`src/rtl/ffba_pkg.sv`:
```
// Shared types and constants for the first-fit block allocator.
package ffba_pkg;

    // Managed byte space and the field widths that follow from it
    localparam int SPACE_BYTES    = 4096;
    localparam int ADDR_W         = $clog2(SPACE_BYTES);
    localparam int SIZE_W         = $clog2(SPACE_BYTES + 1);
    localparam int SLOT_COUNT_DEF = 64;

    typedef enum logic {
        OP_ALLOC = 1'b0,
        OP_FREE  = 1'b1
    } op_t;

    // Sequencer states
    typedef enum logic [2:0] {
        ST_CLEAR,
        ST_IDLE,
        ST_WALK,
        ST_ROOM,
        ST_FREE,
        ST_DONE
    } state_t;

    // Input transfer
    typedef struct packed {
        op_t               operation;
        logic [SIZE_W-1:0] request_size;
        logic [ADDR_W-1:0] release_address;
    } req_t;

    // Result transfer
    typedef struct packed {
        logic [ADDR_W-1:0] granted_address;
        logic              success;
        logic [SIZE_W-1:0] bytes_in_use;
    } rsp_t;

    // One entry of the slot table
    typedef struct packed {
        logic              live;
        logic [SIZE_W-1:0] length;
        logic [ADDR_W-1:0] start;
    } slot_t;

endpackage

```
`src/rtl/first_fit_block_allocator.sv`:
```
// First-fit block allocator: top level with slot sequencer and result register.
//
// Manages a byte space of SPACE_BYTES bytes through a table of SLOT_COUNT
// slots held in one RAM. An allocate walks the table one slot per cycle,
// tracking a candidate start that follows the end of each live slot; at the
// first empty slot for a new candidate, a room scan passes over the whole
// table (one slot per cycle, through the same read port and one shared
// compare/subtract unit) to find the gap up to the nearest live block. A
// free walks the table once and releases every live slot with a matching
// start. Each transfer in gets exactly one result transfer out, reporting
// the bytes in use afterwards. A free makes one pass over the table; an
// allocate walks the table and runs one room scan per distinct candidate
// reached; a size-zero or oversized request skips the table and goes
// straight to the result. The single RAM read port sets the pace. After
// reset the table is cleared in a pass over every slot during which no
// input is accepted. The result register lets the next input be taken
// while a result still waits on the output side.
module first_fit_block_allocator
    import ffba_pkg::*;
#(
    parameter int SLOT_COUNT = SLOT_COUNT_DEF
) (
    input  logic aclk,
    input  logic aresetn,
    input  logic s_valid,
    output logic s_ready,
    input  req_t s_data,
    output logic m_valid,
    input  logic m_ready,
    output rsp_t m_data
);

    localparam int IDX_W  = $clog2(SLOT_COUNT);
    localparam int CNT_W  = $clog2(SLOT_COUNT + 1);
    localparam int SLOT_W = $bits(slot_t);

    state_t            state_reg, state_next;
    logic [SIZE_W-1:0] size_reg, size_next;
    logic [ADDR_W-1:0] rel_reg, rel_next;
    logic [SIZE_W-1:0] cand_reg, cand_next;
    logic              checked_reg, checked_next;
    logic [IDX_W-1:0]  target_reg, target_next;
    logic [CNT_W-1:0]  issue_reg, issue_next;
    logic              rd_vld_reg, rd_vld_next;
    logic [IDX_W-1:0]  rd_idx_reg, rd_idx_next;
    logic [SIZE_W-1:0] room_reg, room_next;
    logic [SIZE_W-1:0] used_reg, used_next;
    logic [ADDR_W-1:0] res_addr_reg, res_addr_next;
    logic              res_ok_reg, res_ok_next;
    logic              m_valid_reg, m_valid_next;
    rsp_t              m_data_reg, m_data_next;

    // RAM ports
    logic              ram_we;
    logic [IDX_W-1:0]  ram_waddr;
    slot_t             ram_wdata;
    logic              ram_re;
    logic [IDX_W-1:0]  ram_raddr;
    logic [SLOT_W-1:0] ram_rdata;
    slot_t             rd_slot;

    // Shared datapath
    logic [SIZE_W:0]   slot_end;
    logic [SIZE_W-1:0] gap;
    logic [SIZE_W-1:0] room_upd;
    logic [SIZE_W-1:0] free_total;
    logic              last_rd;
    logic              out_free;
    logic              scanning;
    logic              issue;
    logic              bad_req;
    logic              fits;

    ffba_ram #(
        .WIDTH(SLOT_W),
        .DEPTH(SLOT_COUNT)
    ) u_slot_ram (
        .aclk (aclk),
        .we   (ram_we),
        .waddr(ram_waddr),
        .wdata(ram_wdata),
        .re   (ram_re),
        .raddr(ram_raddr),
        .rdata(ram_rdata)
    );

    assign rd_slot = slot_t'(ram_rdata);

    // One adder for slot end, subtracts for gap and free total
    assign slot_end   = (SIZE_W + 1)'(rd_slot.start) + (SIZE_W + 1)'(rd_slot.length);
    assign gap        = SIZE_W'(rd_slot.start) - cand_reg;
    assign free_total = (used_reg < SIZE_W'(SPACE_BYTES)) ?
                        SIZE_W'(SPACE_BYTES) - used_reg : '0;

    // Room update for one scanned slot
    always_comb begin
        room_upd = room_reg;
        if (rd_slot.live) begin
            if (SIZE_W'(rd_slot.start) >= cand_reg) begin
                if (gap < room_reg) begin
                    room_upd = gap;
                end
            end else if (slot_end > (SIZE_W + 1)'(cand_reg)) begin
                room_upd = '0;
            end
        end
    end

    assign last_rd  = rd_vld_reg && (rd_idx_reg == IDX_W'(SLOT_COUNT - 1));
    assign out_free = !m_valid_reg || m_ready;
    assign bad_req  = (s_data.request_size == '0) || (s_data.request_size > free_total);
    assign fits     = (room_upd >= size_reg);

    // Next state
    always_comb begin
        state_next = state_reg;
        unique case (state_reg)
            ST_CLEAR: begin
                if (issue_reg == CNT_W'(SLOT_COUNT - 1)) begin
                    state_next = ST_IDLE;
                end
            end
            ST_IDLE: begin
                if (s_valid) begin
                    if (s_data.operation == OP_FREE) begin
                        state_next = ST_FREE;
                    end else if (bad_req) begin
                        state_next = ST_DONE;
                    end else begin
                        state_next = ST_WALK;
                    end
                end
            end
            ST_WALK: begin
                if (rd_vld_reg) begin
                    if (!rd_slot.live && !checked_reg) begin
                        state_next = ST_ROOM;
                    end else if (last_rd) begin
                        state_next = ST_DONE;
                    end
                end
            end
            ST_ROOM: begin
                if (last_rd) begin
                    if (fits || target_reg == IDX_W'(SLOT_COUNT - 1)) begin
                        state_next = ST_DONE;
                    end else begin
                        state_next = ST_WALK;
                    end
                end
            end
            ST_FREE: begin
                if (last_rd) begin
                    state_next = ST_DONE;
                end
            end
            ST_DONE: begin
                if (out_free) begin
                    state_next = ST_IDLE;
                end
            end
            default: state_next = ST_CLEAR;
        endcase
    end

    // Outputs and datapath
    always_comb begin
        size_next     = size_reg;
        rel_next      = rel_reg;
        cand_next     = cand_reg;
        checked_next  = checked_reg;
        target_next   = target_reg;
        issue_next    = issue_reg;
        rd_vld_next   = 1'b0;
        rd_idx_next   = rd_idx_reg;
        room_next     = room_reg;
        used_next     = used_reg;
        res_addr_next = res_addr_reg;
        res_ok_next   = res_ok_reg;
        m_data_next   = m_data_reg;
        m_valid_next  = m_valid_reg && !m_ready;
        s_ready       = 1'b0;
        ram_we        = 1'b0;
        ram_waddr     = rd_idx_reg;
        ram_wdata     = '0;
        ram_re        = 1'b0;
        ram_raddr     = issue_reg[IDX_W-1:0];

        // Table reads stream one slot per cycle while a scan stays put
        scanning = (state_reg == ST_WALK) || (state_reg == ST_ROOM) || (state_reg == ST_FREE);
        issue    = scanning && (issue_reg < CNT_W'(SLOT_COUNT)) && (state_next == state_reg);
        if (issue) begin
            ram_re      = 1'b1;
            rd_vld_next = 1'b1;
            rd_idx_next = issue_reg[IDX_W-1:0];
            issue_next  = issue_reg + CNT_W'(1);
        end

        unique case (state_reg)
            ST_CLEAR: begin
                ram_we     = 1'b1;
                ram_waddr  = issue_reg[IDX_W-1:0];
                issue_next = issue_reg + CNT_W'(1);
                if (state_next == ST_IDLE) begin
                    issue_next = '0;
                end
            end
            ST_IDLE: begin
                s_ready = 1'b1;
                if (s_valid) begin
                    size_next     = s_data.request_size;
                    rel_next      = s_data.release_address;
                    cand_next     = '0;
                    checked_next  = 1'b0;
                    issue_next    = '0;
                    res_addr_next = '0;
                    res_ok_next   = 1'b0;
                end
            end
            ST_WALK: begin
                if (rd_vld_reg) begin
                    if (rd_slot.live) begin
                        cand_next    = SIZE_W'(slot_end);
                        checked_next = 1'b0;
                    end else if (!checked_reg) begin
                        // New candidate: measure its room over the whole table
                        target_next = rd_idx_reg;
                        room_next   = SIZE_W'(SPACE_BYTES) - cand_reg;
                        issue_next  = '0;
                    end
                end
            end
            ST_ROOM: begin
                if (rd_vld_reg) begin
                    room_next = room_upd;
                    if (last_rd) begin
                        if (fits) begin
                            ram_we           = 1'b1;
                            ram_waddr        = target_reg;
                            ram_wdata.live   = 1'b1;
                            ram_wdata.length = size_reg;
                            ram_wdata.start  = cand_reg[ADDR_W-1:0];
                            used_next        = used_reg + size_reg;
                            res_addr_next    = cand_reg[ADDR_W-1:0];
                            res_ok_next      = 1'b1;
                        end else begin
                            // Resume the walk after the slot that did not fit
                            checked_next = 1'b1;
                            issue_next   = CNT_W'(target_reg) + CNT_W'(1);
                        end
                    end
                end
            end
            ST_FREE: begin
                if (rd_vld_reg && rd_slot.live && rd_slot.start == rel_reg) begin
                    ram_we          = 1'b1;
                    ram_waddr       = rd_idx_reg;
                    ram_wdata.start = rd_slot.start;
                    used_next       = (used_reg >= rd_slot.length) ?
                                      used_reg - rd_slot.length : '0;
                    res_ok_next     = 1'b1;
                end
            end
            ST_DONE: begin
                if (out_free) begin
                    m_valid_next                = 1'b1;
                    m_data_next.granted_address = res_addr_reg;
                    m_data_next.success         = res_ok_reg;
                    m_data_next.bytes_in_use    = used_reg;
                end
            end
            default: ;
        endcase
    end

    // Control registers
    always_ff @(posedge aclk) begin
        if (!aresetn) begin
            state_reg   <= ST_CLEAR;
            issue_reg   <= '0;
            rd_vld_reg  <= 1'b0;
            used_reg    <= '0;
            m_valid_reg <= 1'b0;
        end else begin
            state_reg   <= state_next;
            issue_reg   <= issue_next;
            rd_vld_reg  <= rd_vld_next;
            used_reg    <= used_next;
            m_valid_reg <= m_valid_next;
        end
    end

    // Payload registers
    always_ff @(posedge aclk) begin
        size_reg     <= size_next;
        rel_reg      <= rel_next;
        cand_reg     <= cand_next;
        checked_reg  <= checked_next;
        target_reg   <= target_next;
        rd_idx_reg   <= rd_idx_next;
        room_reg     <= room_next;
        res_addr_reg <= res_addr_next;
        res_ok_reg   <= res_ok_next;
        m_data_reg   <= m_data_next;
    end

    assign m_valid = m_valid_reg;
    assign m_data  = m_data_reg;

endmodule

```
`src/rtl/ffba_ram.sv`:
```
// Generic simple dual-port RAM: one write port, one registered read port.
module ffba_ram #(
    parameter int WIDTH = 8,
    parameter int DEPTH = 16
) (
    input  logic                     aclk,
    input  logic                     we,
    input  logic [$clog2(DEPTH)-1:0] waddr,
    input  logic [WIDTH-1:0]         wdata,
    input  logic                     re,
    input  logic [$clog2(DEPTH)-1:0] raddr,
    output logic [WIDTH-1:0]         rdata
);

    logic [WIDTH-1:0] mem [DEPTH];

    // Write port
    always_ff @(posedge aclk) begin
        if (we) begin
            mem[waddr] <= wdata;
        end
    end

    // Registered read port
    always_ff @(posedge aclk) begin
        if (re) begin
            rdata <= mem[raddr];
        end
    end

endmodule
```
`config.mk`:
```
export PLATFORM = sky130hd
export DESIGN_NAME = first_fit_block_allocator
export DESIGN_NICKNAME = d
export VERILOG_FILES = /design/src/rtl/ffba_pkg.sv /design/src/rtl/first_fit_block_allocator.sv /design/src/rtl/ffba_ram.sv
export SDC_FILE = /design/constraint.sdc
export NUM_CORES = 2
export LEC_CHECK = 0
export BUFFER_PORTS_ARGS = -buffer_cell sky130_fd_sc_hd__clkbuf_2
export CAP_MARGIN = 15
export CORE_MARGIN = 10
export CORE_UTILIZATION = 35
export CTS_CLUSTER_DIAMETER = 40
export CTS_CLUSTER_SIZE = 30
export DETAILED_ROUTE_END_ITERATION = 8
export HOLD_SLACK_MARGIN = 0.02
export SLEW_MARGIN = 20
export SYNTH_ARGS = -nofsm -noshare
export SYNTH_HDL_FRONTEND = slang
export SYNTH_SLANG_ARGS = --single-unit
```
`constraint.sdc`:
```
create_clock -name aclk -period 9.9 [get_ports aclk]
set_input_delay 1.98 -clock aclk [delete_from_list [all_inputs] [get_ports aclk]]
set_output_delay 1.98 -clock aclk [all_outputs]
set_load 0.005 [all_outputs]
```
==> flow_summary_export.csv <==
group,metric,value,unit
power_and_ir_drop,peakVddDrop,207,uV
critical_path,start_kind,"register",
synth,synth_cells,4309,
timing,fin_crit,9130,ps
power_and_ir_drop,powerDensity,202,mW/mm^2
critical_path,required,10350,ps
die,die_x,482,um
synth,netlist_top_cells_count,"1793 x edfxtp_1, 315 x mux2i_1, 272 x a21oi_1",
route,drc,0,
synth,synth.distinct_cells,87,
synth,synth_flop_cell,"edfxtp_1",
run,cap_violations,0,
die,die_h,482,um
route,finalWirelength,197000,um
global_routing,gr-usage-all-layers,16.5,%
die,die_area,0.233,sq mm
clock_network,cts.sinks,1818,
power_and_ir_drop,p_seq_share,47.7,%
synth,synth_mux_area_share,12.8,%
clock_network,root_buffer,"clkbuf_16",
clock_network,cts.repair.resized,0,
synth,yosys.area_share.simple,3.31,%
route,vias,40600,
power_and_ir_drop,p_leak,24.4,nW
power_and_ir_drop,power.total,0.0176,W
die,rows,169,
timing,tightest_slew,1120,ps
timing,finalSetupTns,0,ps
synth,ys_ff_latch,1818,
clock_network,cts.path.max_buffers,3,
synth,yosysTopAreaCell,"edfxtp_1",
die,ioPinCount,58,
die,design.core.area,0.212,sq mm
global_routing,grt.overflow.total,0,
worst_hold_path,hold_depth,0,
power_and_ir_drop,switchingPower,0.00398,W
clock_network,clk_pin_slew,50,ps
clock_network,cts_tree,"yes",
clock_network,cts_max_level,4,
placed_design,hpwl,120000,um
placed_design,place_area,0.0790,sq mm
power_and_ir_drop,clock_power_share,48.7,%
placed_design,dpl.cell_count,7037,
synth,synth_top_area_share,72.0,%
critical_path,crit_path_end_kind,"register",
timing,finalCritPeriodShare,92.2,%
route,antenna_left,0,
worst_hold_path,hold_path.class,"register to register",
synth,syn_area,0.0748,sq mm
timing,report.final.slew_viol_count,0,
synth,seq_area_frac_synth,72.6,%
layout,fin_area,0.0873,sq mm
critical_path,rr_startpoint,"cand_reg[8]$_SDFFCE_PN0P_",
timing,max_freq,110,MHz
timing,rsz0062_at_grt,"no",
worst_hold_path,min_to,"m_data[22]$_DFFE_PP_",
synth,synth_compound_area_share,6.87,%
timing,hold_viol_final,0,
outcome,status,"finished clean",
synth,synth_area_leaders,"edfxtp_1 72%, mux4_2 7.0%, mux2i_1 4.2%",
clock_network,cts.hold.buffers_added,0,
power_and_ir_drop,intPower,0.0137,W
critical_path,critPathMaxFanout,38,
timing,slew_headroom,25.2,%
placed_design,gp_congestion,0.869,
synth,synth_nets,4447,
route,first_pass_iters,8,
power_and_ir_drop,swShare,22.6,%
synth,synth_xor_area_share,0.866,%
critical_path,arrival,9580,ps
layout,layout.cells.non_filler,7476,
global_routing,grt_max_degree,136,
synth,ys_warn_count,0,
worst_hold_path,hp-start,"res_addr_reg[8]$_SDFFCE_PN0P_",
route,drt-vias-per-instance,5.44,
critical_path,r2r_cells,25,
die,initial_core_util,35.2,%
power_and_ir_drop,combPwrFrac,3.6,%
critical_path,r2r_end,"u_slot_ram.mem[58][21]$_DFFE_PP_",
global_routing,antenna_found_initial,16,
route,wl_per_cell,26.3,um
timing,setup_viol,0,
synth,synth_top_family_by_area,"multiplexers",
synth,synth_edf_count,1793,
critical_path,regToRegSetupSlack,770,ps
placed_design,port_buffers,57,
clock_network,numCtsBuffers,224,
global_routing,grt_pass1_vias,39900,
timing,finalClockSkew,94.0,ps
clock_network,cts_setup_buffers,0,
clock_network,worstSkewPairLatency,900,ps
critical_path,path_class,"register to register",
global_routing,grt_pass1_wl,283000,um
layout,largest_reg_flops,1664,
layout,nNetsFinal,4587,
synth,synth.most_common_cell,"edfxtp_1",
synth,synth_area_per_cell,17.4,sq um
route,drt_iter0_drc,4409,
synth,synth_fa_ha_area_share,1.85,%
layout,syn_to_final_growth,16.7,%
layout,drive_above_1_share,21.3,%
synth,async_reset_ff_share,0,%
[stage by stage]
step / setup slack, ps / hold WS (ps) / util [%]
after CTS: 879 / 416 / 41.0
after global routing: 34.7 / 424 / 41.1
after floorplan: 1760 / 400 / -
after detailed placement: 918 / 405 / 37.2
final: 771 / 414 / 41.1
after global placement: 1160 / 402 / 37.2
[cells in the final DEF, fill, tap and decap left out, types with 19 or more instances in the layout]
cell type and instances:
a21o_1 21, mux4_2 234, clkbuf_16 224, mux2_2 104, a31oi_1 29, buf_4 64, o22ai_1 107, nor2_1 83
nor3_1 19, clkinv_4 21, nor2_4 77, inv_8 19, dfxtp_1 19, mux2i_1 315, a21oi_1 272, o21ai_0 160
edfxtp_1 1793, clkbuf_2 57, clkinv_1 23, o221ai_1 107, inv_6 33, xnor2_1 56, nand2_1 202, nand3_1 24
bufinv_16 29, clkinvlp_4 27, inv_1 82, ha_1 104
[metal layers]
metal  track usage, %  vias up  wire (um)
met1             22.7    21000      83400
li1                 -    17800          -
met2             25.8     1535      91100
met5                0        -         45
met4             6.14        6       7040
met3             3.49      329      14900
[power by group through the flow]
| stage | combinational (W) | sequential, W | clock (W) |
|---|---|---|---|
| finish | 0.000633 | 0.00841 | 0.00859 |
| global route | 0.000661 | 0.00841 | 0.00904 |
| CTS | 0.000636 | 0.00841 | 0.00870 |
| detailed placement | 0.000634 | 0.00857 | 0 |
| global placement | 0.000632 | 0.00857 | 0 |
| floorplan | 0.000397 | 0.00855 | 0 |
[critical path: stages (launching register included)]
cell and delay (ps):
edfxtp_1 380, inv_1 270, ha_1 330, a21o_1 190, a2111oi_0 540, a21boi_0 340, nor2_1 90, xnor2_1 280
ha_1 310, a21o_1 160, a21oi_1 180, nand2_1 70, o221ai_1 180, o21ai_0 170, nor2_1 790, o21ai_0 210
ha_1 380, nand4_1 170, nor4_2 280, and4_1 360, o21ai_4 90, inv_2 630, o311a_2 340, nor2b_1 190
nand2_1 640, nor2_4 1120
[cell type report]
cell class              instances  area, sq um
clock inverters               188         2400
repair buffers                132         1030
flip-flops and latches       1818        54400
well taps                    2821         3530
fillers                     18800       125000
multi-input cells            2189        20000
inverters                      84          315
diodes                          4         10.0
clock buffers                 240         5670
[worst max path at each step]
stage / slack [ps] / end / cells after the start / start
2_1_floorplan: 1760 / u_slot_ram.mem[0][10]$_DFFE_PP_ / 23 / cand_reg[1]$_SDFFCE_PN0P_
3_3_place_gp: 1160 / u_slot_ram.mem[58][15]$_DFFE_PP_ / 25 / cand_reg[1]$_SDFFCE_PN0P_
3_5_place_dp: 920 / u_slot_ram.mem[58][21]$_DFFE_PP_ / 25 / cand_reg[8]$_SDFFCE_PN0P_
4_1_cts: 880 / u_slot_ram.mem[58][21]$_DFFE_PP_ / 25 / cand_reg[8]$_SDFFCE_PN0P_
5_1_grt: 30 / u_slot_ram.mem[58][21]$_DFFE_PP_ / 25 / cand_reg[8]$_SDFFCE_PN0P_
6_report: 770 / u_slot_ram.mem[58][21]$_DFFE_PP_ / 25 / cand_reg[8]$_SDFFCE_PN0P_
[kinds of logic after synthesis]
family | count (synthesis)
buf+inv | 302
mux | 653
flops | 1818
fa+ha+maj | 108
simple gates | 533
xor+xnor | 74
compound gates | 821
Note: power is estimated with default switching activity, not from simulation.
